**config.mk**
```make
export PLATFORM = sky130hd
export DESIGN_NAME = sorted_array_linked_list
export DESIGN_NICKNAME = d
export VERILOG_FILES = /design/src/rtl/salls_pkg.sv /design/src/rtl/salls_store.sv /design/src/rtl/salls_useq.sv /design/src/rtl/sorted_array_linked_list.sv
export SDC_FILE = /design/constraint.sdc
export NUM_CORES = 2
export LEC_CHECK = 0
export CORE_ASPECT_RATIO = 0.7
export CORE_UTILIZATION = 32
export CTS_CLUSTER_DIAMETER = 150
export DETAILED_ROUTE_END_ITERATION = 10
export DONT_BUFFER_PORTS = 1
export PLACE_DENSITY = 0.49
export SLEW_MARGIN = 20
export SYNTH_ARGS = -nofsm -noshare
export SYNTH_HDL_FRONTEND = slang
export SYNTH_HIERARCHICAL = 1
export SYNTH_SLANG_ARGS = --single-unit
export TNS_END_PERCENT = 50
```
**constraint.sdc**
```tcl
create_clock -name clock -period 11.2 [get_ports clock]
set_input_delay 1.68 -clock clock [delete_from_list [all_inputs] [get_ports clock]]
set_output_delay 1.68 -clock clock [all_outputs]
set_load 0.005 [all_outputs]
```
**src/rtl/salls_pkg.sv**
```systemverilog
`timescale 1ns / 1ps
// ----------------------------------------------------------------------------
// salls_pkg
// Shared constants, types and microcode encodings for the sorted linked list.
// ----------------------------------------------------------------------------
package salls_pkg;

   // store geometry
   localparam int SLOTS     = 64;
   localparam int SLOT_W    = $clog2(SLOTS);
   localparam int LINK_W    = SLOT_W + 1;
   localparam int MEM_DEPTH = 1 << SLOT_W;
   localparam int STEP_W    = $clog2(SLOTS + 1);

   // field widths
   localparam int CMD_W      = 2;
   localparam int KEY_W      = 32;
   localparam int STATUS_W   = 2;
   localparam int SLOT_OUT_W = 6;
   localparam int COUNT_W    = 7;
   localparam int REQ_DATA_W = 40;
   localparam int RSP_DATA_W = 16;

   typedef logic [LINK_W-1:0] link_type;
   typedef logic [SLOT_W-1:0] addr_type;

   // invalid link, end of a chain
   localparam link_type NIL = LINK_W'(SLOTS);

   typedef enum logic [CMD_W-1:0] {
      CMD_INSERT = 2'd0,
      CMD_DELETE = 2'd1,
      CMD_SEARCH = 2'd2,
      CMD_CLEAR  = 2'd3
   } cmd_type;

   typedef enum logic [STATUS_W-1:0] {
      ST_OK        = 2'd0,
      ST_FULL      = 2'd1,
      ST_DUP       = 2'd2,
      ST_NOT_FOUND = 2'd3
   } status_type;

   // datapath actions, one per control word
   typedef enum logic [3:0] {
      ACT_NONE      = 4'd0,
      ACT_ACCEPT    = 4'd1,
      ACT_WALK_INIT = 4'd2,
      ACT_WALK      = 4'd3,
      ACT_INS_RD    = 4'd4,
      ACT_INS_A     = 4'd5,
      ACT_INS_B     = 4'd6,
      ACT_DEL_A     = 4'd7,
      ACT_DEL_B     = 4'd8,
      ACT_FOUND     = 4'd9,
      ACT_SET_DUP   = 4'd10,
      ACT_SET_NF    = 4'd11,
      ACT_SET_FULL  = 4'd12,
      ACT_CLEAR     = 4'd13,
      ACT_EMIT      = 4'd14
   } act_type;

   // sequencer jump conditions
   typedef enum logic [2:0] {
      JMP_NEXT     = 3'd0,
      JMP_GOTO     = 3'd1,
      JMP_DISPATCH = 3'd2,
      JMP_WALK     = 3'd3,
      JMP_WAIT_RSP = 3'd4
   } jmp_type;

   localparam int UPC_W = 4;
   typedef logic [UPC_W-1:0] upc_type;

   // microprogram labels
   localparam upc_type U_IDLE  = UPC_W'(0);
   localparam upc_type U_WINIT = UPC_W'(1);
   localparam upc_type U_WALK  = UPC_W'(2);
   localparam upc_type U_INSRD = UPC_W'(3);
   localparam upc_type U_INSA  = UPC_W'(4);
   localparam upc_type U_INSB  = UPC_W'(5);
   localparam upc_type U_DELA  = UPC_W'(6);
   localparam upc_type U_DELB  = UPC_W'(7);
   localparam upc_type U_SRCH  = UPC_W'(8);
   localparam upc_type U_DUP   = UPC_W'(9);
   localparam upc_type U_NF    = UPC_W'(10);
   localparam upc_type U_FULL  = UPC_W'(11);
   localparam upc_type U_CLR   = UPC_W'(12);
   localparam upc_type U_EMIT  = UPC_W'(13);

   typedef struct packed {
      act_type act;
      jmp_type jmp;
      upc_type target;
   } ucode_type;

   // condition inputs to the sequencer
   typedef struct packed {
      logic    req_fire;
      cmd_type cmd;
      logic    full;
      logic    walk_more;
      logic    found;
      logic    rsp_free;
   } seq_flags_type;

   // link value of a slot after reset or clear: next slot, last one ends the chain
   function automatic link_type reset_link(input addr_type a);
      link_type r;
      if (LINK_W'(a) < LINK_W'(SLOTS - 1)) begin
         r = LINK_W'(a) + LINK_W'(1);
      end else begin
         r = NIL;
      end
      return r;
   endfunction

endpackage

```
**src/rtl/salls_store.sv**
```systemverilog
`timescale 1ns / 1ps
// ----------------------------------------------------------------------------
// salls_store
// Key and link memories with one shared registered read port. Link entries
// carry valid bits; an entry not written since reset or clear reads as its
// rebuilt free-chain link.
// ----------------------------------------------------------------------------
module salls_store (
   input  logic                   clock,
   input  logic                   reset,
   input  logic                   clear,
   input  salls_pkg::addr_type    rd_addr,
   input  logic                   key_we,
   input  salls_pkg::addr_type    key_waddr,
   input  logic [31:0]            key_wdata,
   input  logic                   link_we,
   input  salls_pkg::addr_type    link_waddr,
   input  salls_pkg::link_type    link_wdata,
   output logic signed [31:0]     key_rd,
   output salls_pkg::link_type    link_rd
);
   import salls_pkg::*;

   logic [KEY_W-1:0]  key_mem [MEM_DEPTH];
   link_type          link_mem [MEM_DEPTH];
   logic [MEM_DEPTH-1:0] valid_ff, valid_in;

   logic [KEY_W-1:0] key_rd_ff;
   link_type         link_rd_ff;
   logic             rd_valid_ff;
   addr_type         rd_addr_ff;

   // key memory
   always_ff @(posedge clock) begin
      if (key_we) begin
         key_mem[key_waddr] <= key_wdata;
      end
      key_rd_ff <= key_mem[rd_addr];
   end

   // link memory
   always_ff @(posedge clock) begin
      if (link_we) begin
         link_mem[link_waddr] <= link_wdata;
      end
      link_rd_ff  <= link_mem[rd_addr];
      rd_valid_ff <= valid_ff[rd_addr];
      rd_addr_ff  <= rd_addr;
   end

   // valid bits, cleared at once by reset or clear
   always_comb begin
      valid_in = valid_ff;
      if (clear) begin
         valid_in = '0;
      end else if (link_we) begin
         valid_in[link_waddr] = 1'b1;
      end
   end

   always_ff @(posedge clock) begin
      if (reset) begin
         valid_ff <= '0;
      end else begin
         valid_ff <= valid_in;
      end
   end

   assign key_rd  = $signed(key_rd_ff);
   assign link_rd = rd_valid_ff ? link_rd_ff : reset_link(rd_addr_ff);

endmodule

```
**src/rtl/salls_useq.sv**
```systemverilog
`timescale 1ns / 1ps
// ----------------------------------------------------------------------------
// salls_useq
// Microcode sequencer: step counter, control store and conditional jumps.
// ----------------------------------------------------------------------------
module salls_useq (
   input  logic                     clock,
   input  logic                     reset,
   input  salls_pkg::seq_flags_type flags,
   output salls_pkg::ucode_type     ctl
);
   import salls_pkg::*;

   upc_type upc_ff, upc_in;

   // control store
   function automatic ucode_type rom(input upc_type a);
      ucode_type w;
      case (a)
         U_IDLE:  w = '{act: ACT_ACCEPT,    jmp: JMP_DISPATCH, target: U_IDLE};
         U_WINIT: w = '{act: ACT_WALK_INIT, jmp: JMP_NEXT,     target: U_IDLE};
         U_WALK:  w = '{act: ACT_WALK,      jmp: JMP_WALK,     target: U_IDLE};
         U_INSRD: w = '{act: ACT_INS_RD,    jmp: JMP_NEXT,     target: U_IDLE};
         U_INSA:  w = '{act: ACT_INS_A,     jmp: JMP_NEXT,     target: U_IDLE};
         U_INSB:  w = '{act: ACT_INS_B,     jmp: JMP_GOTO,     target: U_EMIT};
         U_DELA:  w = '{act: ACT_DEL_A,     jmp: JMP_NEXT,     target: U_IDLE};
         U_DELB:  w = '{act: ACT_DEL_B,     jmp: JMP_GOTO,     target: U_EMIT};
         U_SRCH:  w = '{act: ACT_FOUND,     jmp: JMP_GOTO,     target: U_EMIT};
         U_DUP:   w = '{act: ACT_SET_DUP,   jmp: JMP_GOTO,     target: U_EMIT};
         U_NF:    w = '{act: ACT_SET_NF,    jmp: JMP_GOTO,     target: U_EMIT};
         U_FULL:  w = '{act: ACT_SET_FULL,  jmp: JMP_GOTO,     target: U_EMIT};
         U_CLR:   w = '{act: ACT_CLEAR,     jmp: JMP_GOTO,     target: U_EMIT};
         U_EMIT:  w = '{act: ACT_EMIT,      jmp: JMP_WAIT_RSP, target: U_IDLE};
         default: w = '{act: ACT_NONE,      jmp: JMP_GOTO,     target: U_IDLE};
      endcase
      return w;
   endfunction

   assign ctl = rom(upc_ff);

   // next step
   always_comb begin
      upc_in = upc_ff;
      case (ctl.jmp)
         JMP_NEXT: begin
            upc_in = upc_ff + UPC_W'(1);
         end
         JMP_GOTO: begin
            upc_in = ctl.target;
         end
         JMP_DISPATCH: begin
            if (flags.req_fire) begin
               if (flags.cmd == CMD_CLEAR) begin
                  upc_in = U_CLR;
               end else if (flags.cmd == CMD_INSERT && flags.full) begin
                  upc_in = U_FULL;
               end else begin
                  upc_in = U_WINIT;
               end
            end
         end
         JMP_WALK: begin
            if (!flags.walk_more) begin
               if (flags.cmd == CMD_INSERT) begin
                  upc_in = flags.found ? U_DUP : U_INSRD;
               end else if (!flags.found) begin
                  upc_in = U_NF;
               end else if (flags.cmd == CMD_DELETE) begin
                  upc_in = U_DELA;
               end else begin
                  upc_in = U_SRCH;
               end
            end
         end
         JMP_WAIT_RSP: begin
            if (flags.rsp_free) begin
               upc_in = ctl.target;
            end
         end
         default: begin
            upc_in = U_IDLE;
         end
      endcase
   end

   always_ff @(posedge clock) begin
      if (reset) begin
         upc_ff <= U_IDLE;
      end else begin
         upc_ff <= upc_in;
      end
   end

endmodule

```
**src/rtl/sorted_array_linked_list.sv**
```systemverilog
`timescale 1ns / 1ps
// Sequence: clear and an insert into a full store go straight to the response;
// other commands walk the list, up to 64 elements, then do any update and respond.
// Throughput: one command at a time; the list walk reads one element per cycle
// from the shared key/link memory read port and sets the rate.
// Reset (synchronous, active high) empties the list and rebuilds the free chain.
// ----------------------------------------------------------------------------
// sorted_array_linked_list
// Sorted singly linked list of signed keys in a fixed slot store, with a free
// list, run by a microcoded sequencer over a simple datapath.
// ----------------------------------------------------------------------------
module sorted_array_linked_list (
   input  logic        clock,
   input  logic        reset,
   input  logic        req_tvalid,
   output logic        req_tready,
   input  logic [39:0] req_tdata,   // command[1:0], key[33:2], zero[39:34]
   output logic        rsp_tvalid,
   input  logic        rsp_tready,
   output logic [15:0] rsp_tdata    // status[1:0], slot[7:2], element_count[14:8], zero[15]
);
   import salls_pkg::*;

   ucode_type     ctl;
   seq_flags_type flags;

   // datapath registers
   cmd_type               cmd_ff, cmd_in;
   logic signed [31:0]    key_ff, key_in;
   link_type              prev_ff, prev_in;
   link_type              cur_ff, cur_in;
   link_type              curlink_ff, curlink_in;
   logic [STEP_W-1:0]     steps_ff, steps_in;
   link_type              list_head_ff, list_head_in;
   link_type              free_head_ff, free_head_in;
   logic [COUNT_W-1:0]    count_ff, count_in;
   status_type            res_status_ff, res_status_in;
   addr_type              res_slot_ff, res_slot_in;
   logic                  rsp_valid_ff, rsp_valid_in;
   logic [RSP_DATA_W-1:0] rsp_data_ff, rsp_data_in;

   // store ports
   addr_type           rd_addr;
   logic               key_we;
   logic               link_we;
   addr_type           link_waddr;
   link_type           link_wdata;
   logic signed [31:0] key_rd;
   link_type           link_rd;
   logic               clear;

   logic req_fire;
   logic rsp_free;
   logic cur_ok;
   logic prev_ok;
   logic walk_more;
   logic found;

   salls_useq u_useq (
      .clock (clock),
      .reset (reset),
      .flags (flags),
      .ctl   (ctl)
   );

   salls_store u_store (
      .clock      (clock),
      .reset      (reset),
      .clear      (clear),
      .rd_addr    (rd_addr),
      .key_we     (key_we),
      .key_waddr  (free_head_ff[SLOT_W-1:0]),
      .key_wdata  (key_ff),
      .link_we    (link_we),
      .link_waddr (link_waddr),
      .link_wdata (link_wdata),
      .key_rd     (key_rd),
      .link_rd    (link_rd)
   );

   // handshakes
   assign req_tready = (ctl.act == ACT_ACCEPT);
   assign req_fire   = req_tvalid && req_tready;
   assign rsp_free   = !rsp_valid_ff || rsp_tready;
   assign rsp_tvalid = rsp_valid_ff;
   assign rsp_tdata  = rsp_data_ff;

   // walk conditions on the element read last cycle
   assign cur_ok    = (cur_ff < NIL) && (steps_ff < STEP_W'(SLOTS));
   assign prev_ok   = (prev_ff < NIL);
   assign walk_more = cur_ok && (key_rd < key_ff);
   assign found     = cur_ok && (key_rd == key_ff);

   always_comb begin
      flags.req_fire  = req_fire;
      flags.cmd       = req_fire ? cmd_type'(req_tdata[1:0]) : cmd_ff;
      flags.full      = !(free_head_ff < NIL);
      flags.walk_more = walk_more;
      flags.found     = found;
      flags.rsp_free  = rsp_free;
   end

   // memory read address
   always_comb begin
      case (ctl.act)
         ACT_WALK_INIT: rd_addr = list_head_ff[SLOT_W-1:0];
         ACT_WALK:      rd_addr = link_rd[SLOT_W-1:0];
         ACT_INS_RD:    rd_addr = free_head_ff[SLOT_W-1:0];
         default:       rd_addr = cur_ff[SLOT_W-1:0];
      endcase
   end

   // memory writes
   always_comb begin
      key_we     = 1'b0;
      link_we    = 1'b0;
      link_waddr = prev_ff[SLOT_W-1:0];
      link_wdata = curlink_ff;
      clear      = (ctl.act == ACT_CLEAR);
      case (ctl.act)
         ACT_INS_A: begin
            key_we     = 1'b1;
            link_we    = 1'b1;
            link_waddr = free_head_ff[SLOT_W-1:0];
            link_wdata = prev_ok ? cur_ff : list_head_ff;
         end
         ACT_INS_B: begin
            link_we    = prev_ok;
            link_wdata = LINK_W'(res_slot_ff);
         end
         ACT_DEL_A: begin
            link_we    = prev_ok;
         end
         ACT_DEL_B: begin
            link_we    = 1'b1;
            link_waddr = cur_ff[SLOT_W-1:0];
            link_wdata = free_head_ff;
         end
         default: begin
            key_we     = 1'b0;
         end
      endcase
   end

   // datapath next state
   always_comb begin
      cmd_in        = cmd_ff;
      key_in        = key_ff;
      prev_in       = prev_ff;
      cur_in        = cur_ff;
      curlink_in    = curlink_ff;
      steps_in      = steps_ff;
      list_head_in  = list_head_ff;
      free_head_in  = free_head_ff;
      count_in      = count_ff;
      res_status_in = res_status_ff;
      res_slot_in   = res_slot_ff;
      rsp_data_in   = rsp_data_ff;
      rsp_valid_in  = rsp_tready ? 1'b0 : rsp_valid_ff;
      case (ctl.act)
         ACT_ACCEPT: begin
            if (req_fire) begin
               cmd_in        = cmd_type'(req_tdata[1:0]);
               key_in        = $signed(req_tdata[33:2]);
               res_status_in = ST_OK;
               res_slot_in   = '0;
            end
         end
         ACT_WALK_INIT: begin
            prev_in  = NIL;
            cur_in   = list_head_ff;
            steps_in = '0;
         end
         ACT_WALK: begin
            curlink_in = link_rd;
            if (walk_more) begin
               prev_in  = cur_ff;
               cur_in   = link_rd;
               steps_in = steps_ff + STEP_W'(1);
            end
         end
         ACT_INS_A: begin
            free_head_in = link_rd;
            res_slot_in  = free_head_ff[SLOT_W-1:0];
            count_in     = count_ff + COUNT_W'(1);
            if (!prev_ok) begin
               list_head_in = free_head_ff;
            end
         end
         ACT_DEL_A: begin
            if (!prev_ok) begin
               list_head_in = curlink_ff;
            end
         end
         ACT_DEL_B: begin
            free_head_in = cur_ff;
            res_slot_in  = cur_ff[SLOT_W-1:0];
            if (count_ff != '0) begin
               count_in = count_ff - COUNT_W'(1);
            end
         end
         ACT_FOUND: begin
            res_slot_in = cur_ff[SLOT_W-1:0];
         end
         ACT_SET_DUP: begin
            res_status_in = ST_DUP;
         end
         ACT_SET_NF: begin
            res_status_in = ST_NOT_FOUND;
         end
         ACT_SET_FULL: begin
            res_status_in = ST_FULL;
         end
         ACT_CLEAR: begin
            list_head_in = NIL;
            free_head_in = '0;
            count_in     = '0;
         end
         ACT_EMIT: begin
            if (rsp_free) begin
               rsp_valid_in = 1'b1;
               rsp_data_in  = {1'b0, count_ff, SLOT_OUT_W'(res_slot_ff), res_status_ff};
            end
         end
         default: begin
            cmd_in = cmd_ff;
         end
      endcase
   end

   // control state
   always_ff @(posedge clock) begin
      if (reset) begin
         list_head_ff <= NIL;
         free_head_ff <= '0;
         count_ff     <= '0;
         rsp_valid_ff <= 1'b0;
      end else begin
         list_head_ff <= list_head_in;
         free_head_ff <= free_head_in;
         count_ff     <= count_in;
         rsp_valid_ff <= rsp_valid_in;
      end
   end

   // payload
   always_ff @(posedge clock) begin
      cmd_ff        <= cmd_in;
      key_ff        <= key_in;
      prev_ff       <= prev_in;
      cur_ff        <= cur_in;
      curlink_ff    <= curlink_in;
      steps_ff      <= steps_in;
      res_status_ff <= res_status_in;
      res_slot_ff   <= res_slot_in;
      rsp_data_ff   <= rsp_data_in;
   end

endmodule
```
==> results.cfg <==
[global_routing]
grt.overflow.total = 0
grt_use_total_pct = 17.85
grt_pass1_vias = 51990
antenna_found_initial = 45
grt_max_degree = 115
grt_pass1_wl_um = 416800

[power_and_ir_drop]
sw_frac_of_total_pct = 34.78
pwr-share-seq_pct = 39.6
p_leak_uw = 0.03665
combPwrFrac_pct = 34.4
finalPower_uw = 32040
power.internal_uw = 20900
peakVddDrop_mv = 0.3305
power_density_nw_per_um2 = 268.6
switchingPower_uw = 11150
p_clk_share_pct = 26.0

[detailed_routing]
routedWlPerCell_um = 30.79
viasPerCell = 5.402
firstDrtPassIters = 5
ant_nets = 0
wl_um = 301800
vias = 52950
met2RoutedLength_um = 128800
wl_met1_um = 142400
routed.top_layer = met5
drc = 0
wl_met3_um = 25130
drt_iter0_markers = 6260

[min_path]
whs_path_depth = 0
min_to = rsp_tdata[0]$_DFFE_PP_
hold_start = res_status_ff[0]$_DFFE_PP_
hold_path.class = reg -> reg

[worst_setup_path]
r2r_start = u_useq/ctl[10]$_DFF_P_
path_max_fanout = 86
reg2reg_slack_ns = 4.81
slowest_stage = buf_4
crit_chain = nor2_1, nand3_1, inv_1, nand2_1, o211ai_1, buf_12, buf_4, buf_4, mux4_2, a22oi_1, nand3_1, and3_1
criticalPathCategory = reg -> reg
cp.required_ns = 11.99
cp-start-kind = flop
r2r_end = u_store/key_rd[24]$_DFF_P_
cp_top_family = buffers and inverters
crit_buf_inv = 4
r2r_cells = 12
crit_path_max_incr_delay_ns = 0.78
worstSetupEndpointType = flop
arrival_ns = 7.18

[timing]
hold_violations = 0
max_slew.worst_pin.slew_ns = 1.229
relSlewSlack_pct = 18.04
clock.fmax_mhz = 156.5
fin_crit_sh_pct = 57.06
finalSetupViolations = 0
fin_skew_ns = 0.09897
finalMaxSlewViolations = 0
rsz0062_at_grt = false
period_needed_ns = 6.390
finalSetupTns_ns = 0

[finish]
utilization_pct = 36.60
final_nets = 5340
fillerInstances = 29710
area_delta_synth_final_pct = 13.27
drive_gt1_share_pct = 24.05

[clock_network]
clkTransAtPathRegs_ns = 0.06
numClockSinks = 2725
clk_path_buf_depth = 4
cts_inserted_buffers = 249
cts-root-buf = clkbuf_16
cts_tree = yes
ctsHoldBuffers = 0
post_cts_buffers = 0
cts_resized = 0
cts-htree-levels = 4
clk-insertion-delay-late_ns = 0.93

[floorplanning]
rows = 175
dieArea_um2 = 331500
pin_count = 62
initial_core_util_pct = 32.31
core_area_um2 = 326000
chipHeight_um = 482.0
die_w_um = 687.8

[synthesis]
yosysWarnings = 6
synthesis.area_um2 = 105300
syn-num-nets = 5183
avgSynthCellArea_um2 = 20.67
syn_inst = 5097

[status]
status = finished clean

[place]
dp.final_hpwl_um = 173000
io_buffers = 0
gp_congestion = 0.8063

[job]
maxCapViolCount = 0
## cell type report
| type | instances | area (um2) | share of cell area (%) |
|---|---|---|---|
| clock inverters | 118 | 982.2 | 0.8232 |
| flip-flops and latches | 2725 | 80390 | 67.37 |
| multi-input cells | 2044 | 24010 | 20.12 |
| well taps | 4336 | 5425 | 4.547 |
| clock buffers | 334 | 6766 | 5.671 |
| inverters | 52 | 207.7 | 0.1741 |
| diodes | 11 | 27.53 | 0.02307 |
| repair buffers | 182 | 1510 | 1.266 |
## registers in the layout, summed over array words and instances, names as in the netlist, 7 cells and up
name and count:
free_head_ff 7, u_store/link_mem 448, key_ff 32, count_ff 7, u_store/key_mem 2048, cur_ff 7
curlink_ff 7, list_head_ff 7, steps_ff 7, u_store/valid_ff 64, u_store/key_rd 32, u_useq/ctl 8
rsp_tdata 15, u_store/link_rd_ff 7, prev_ff 7
## routing by layer
layer / vias to the layer above / global-route usage (%)
li1: 21590 / -
met1: 29020 / 27.75
met2: 2019 / 25.70
met3: 316 / 3.821
met4: 6 / 3.332
met5: - / 0.6661
## metrics by stage
step	worst slack (ns)	cell area, um2	std cells	hold WS [ns]
finish	4.810	119300	9802	0.4278
global placement	4.675	111500	9336	0.4079
global route	4.218	119300	9793	0.4351
CTS	4.651	119200	9789	0.4323
detailed placement	4.590	111500	9337	0.4182
floorplan	7.150	105300	5097	0.4003
## worst register-to-register path, stage by stage (launching register included)
cell	delay, ns
dfxtp_1	0.49
nor2_1	0.46
nand3_1	0.58
inv_1	0.77
nand2_1	0.16
o211ai_1	0.25
buf_12	0.50
buf_4	0.74
buf_4	0.82
mux4_2	0.63
a22oi_1	0.23
nand3_1	0.39
and3_1	0.35
## power by group through the flow
| stage | clock network (uW) | logic, uW | registers [uW] |
|---|---|---|---|
| final | 8350 | 11000 | 12700 |
| after global routing | 8890 | 11600 | 12700 |
| after CTS | 8530 | 11100 | 12700 |
| after detailed placement | 0 | 11100 | 12900 |
| after global placement | 0 | 10900 | 12900 |
| after floorplan | 0 | 6500 | 13100 |
## placed cells by master (no fill, tap or decap), types with 65 or more instances in the layout
cell type and instances:
a22oi_1 77, buf_4 169, clkbuf_1 69, clkbuf_16 254
dfxtp_1 144, edfxtp_1 2581, mux2_2 78, mux2i_1 164
mux4_2 570, nand2_1 141, nor2_1 129, nor2_4 65
o21a_1 66, o221ai_1 69, o22ai_1 105
## worst max-delay path by stage
stage / start / to / cells past startpoint
floorplan: key_ff[31]$_DFFE_PP_ / u_useq/ctl[4]$_DFF_P_ / 14
global placement: u_useq/ctl[10]$_DFF_P_ / u_store/key_rd[24]$_DFF_P_ / 12
finish: u_useq/ctl[10]$_DFF_P_ / u_store/key_rd[24]$_DFF_P_ / 12
detailed placement: u_useq/ctl[10]$_DFF_P_ / u_store/key_rd[24]$_DFF_P_ / 12
CTS: u_useq/ctl[10]$_DFF_P_ / u_store/key_rd[24]$_DFF_P_ / 12
global route: u_useq/ctl[10]$_DFF_P_ / u_store/key_rd[24]$_DFF_P_ / 12
Note: power is estimated with default switching activity, not from simulation.
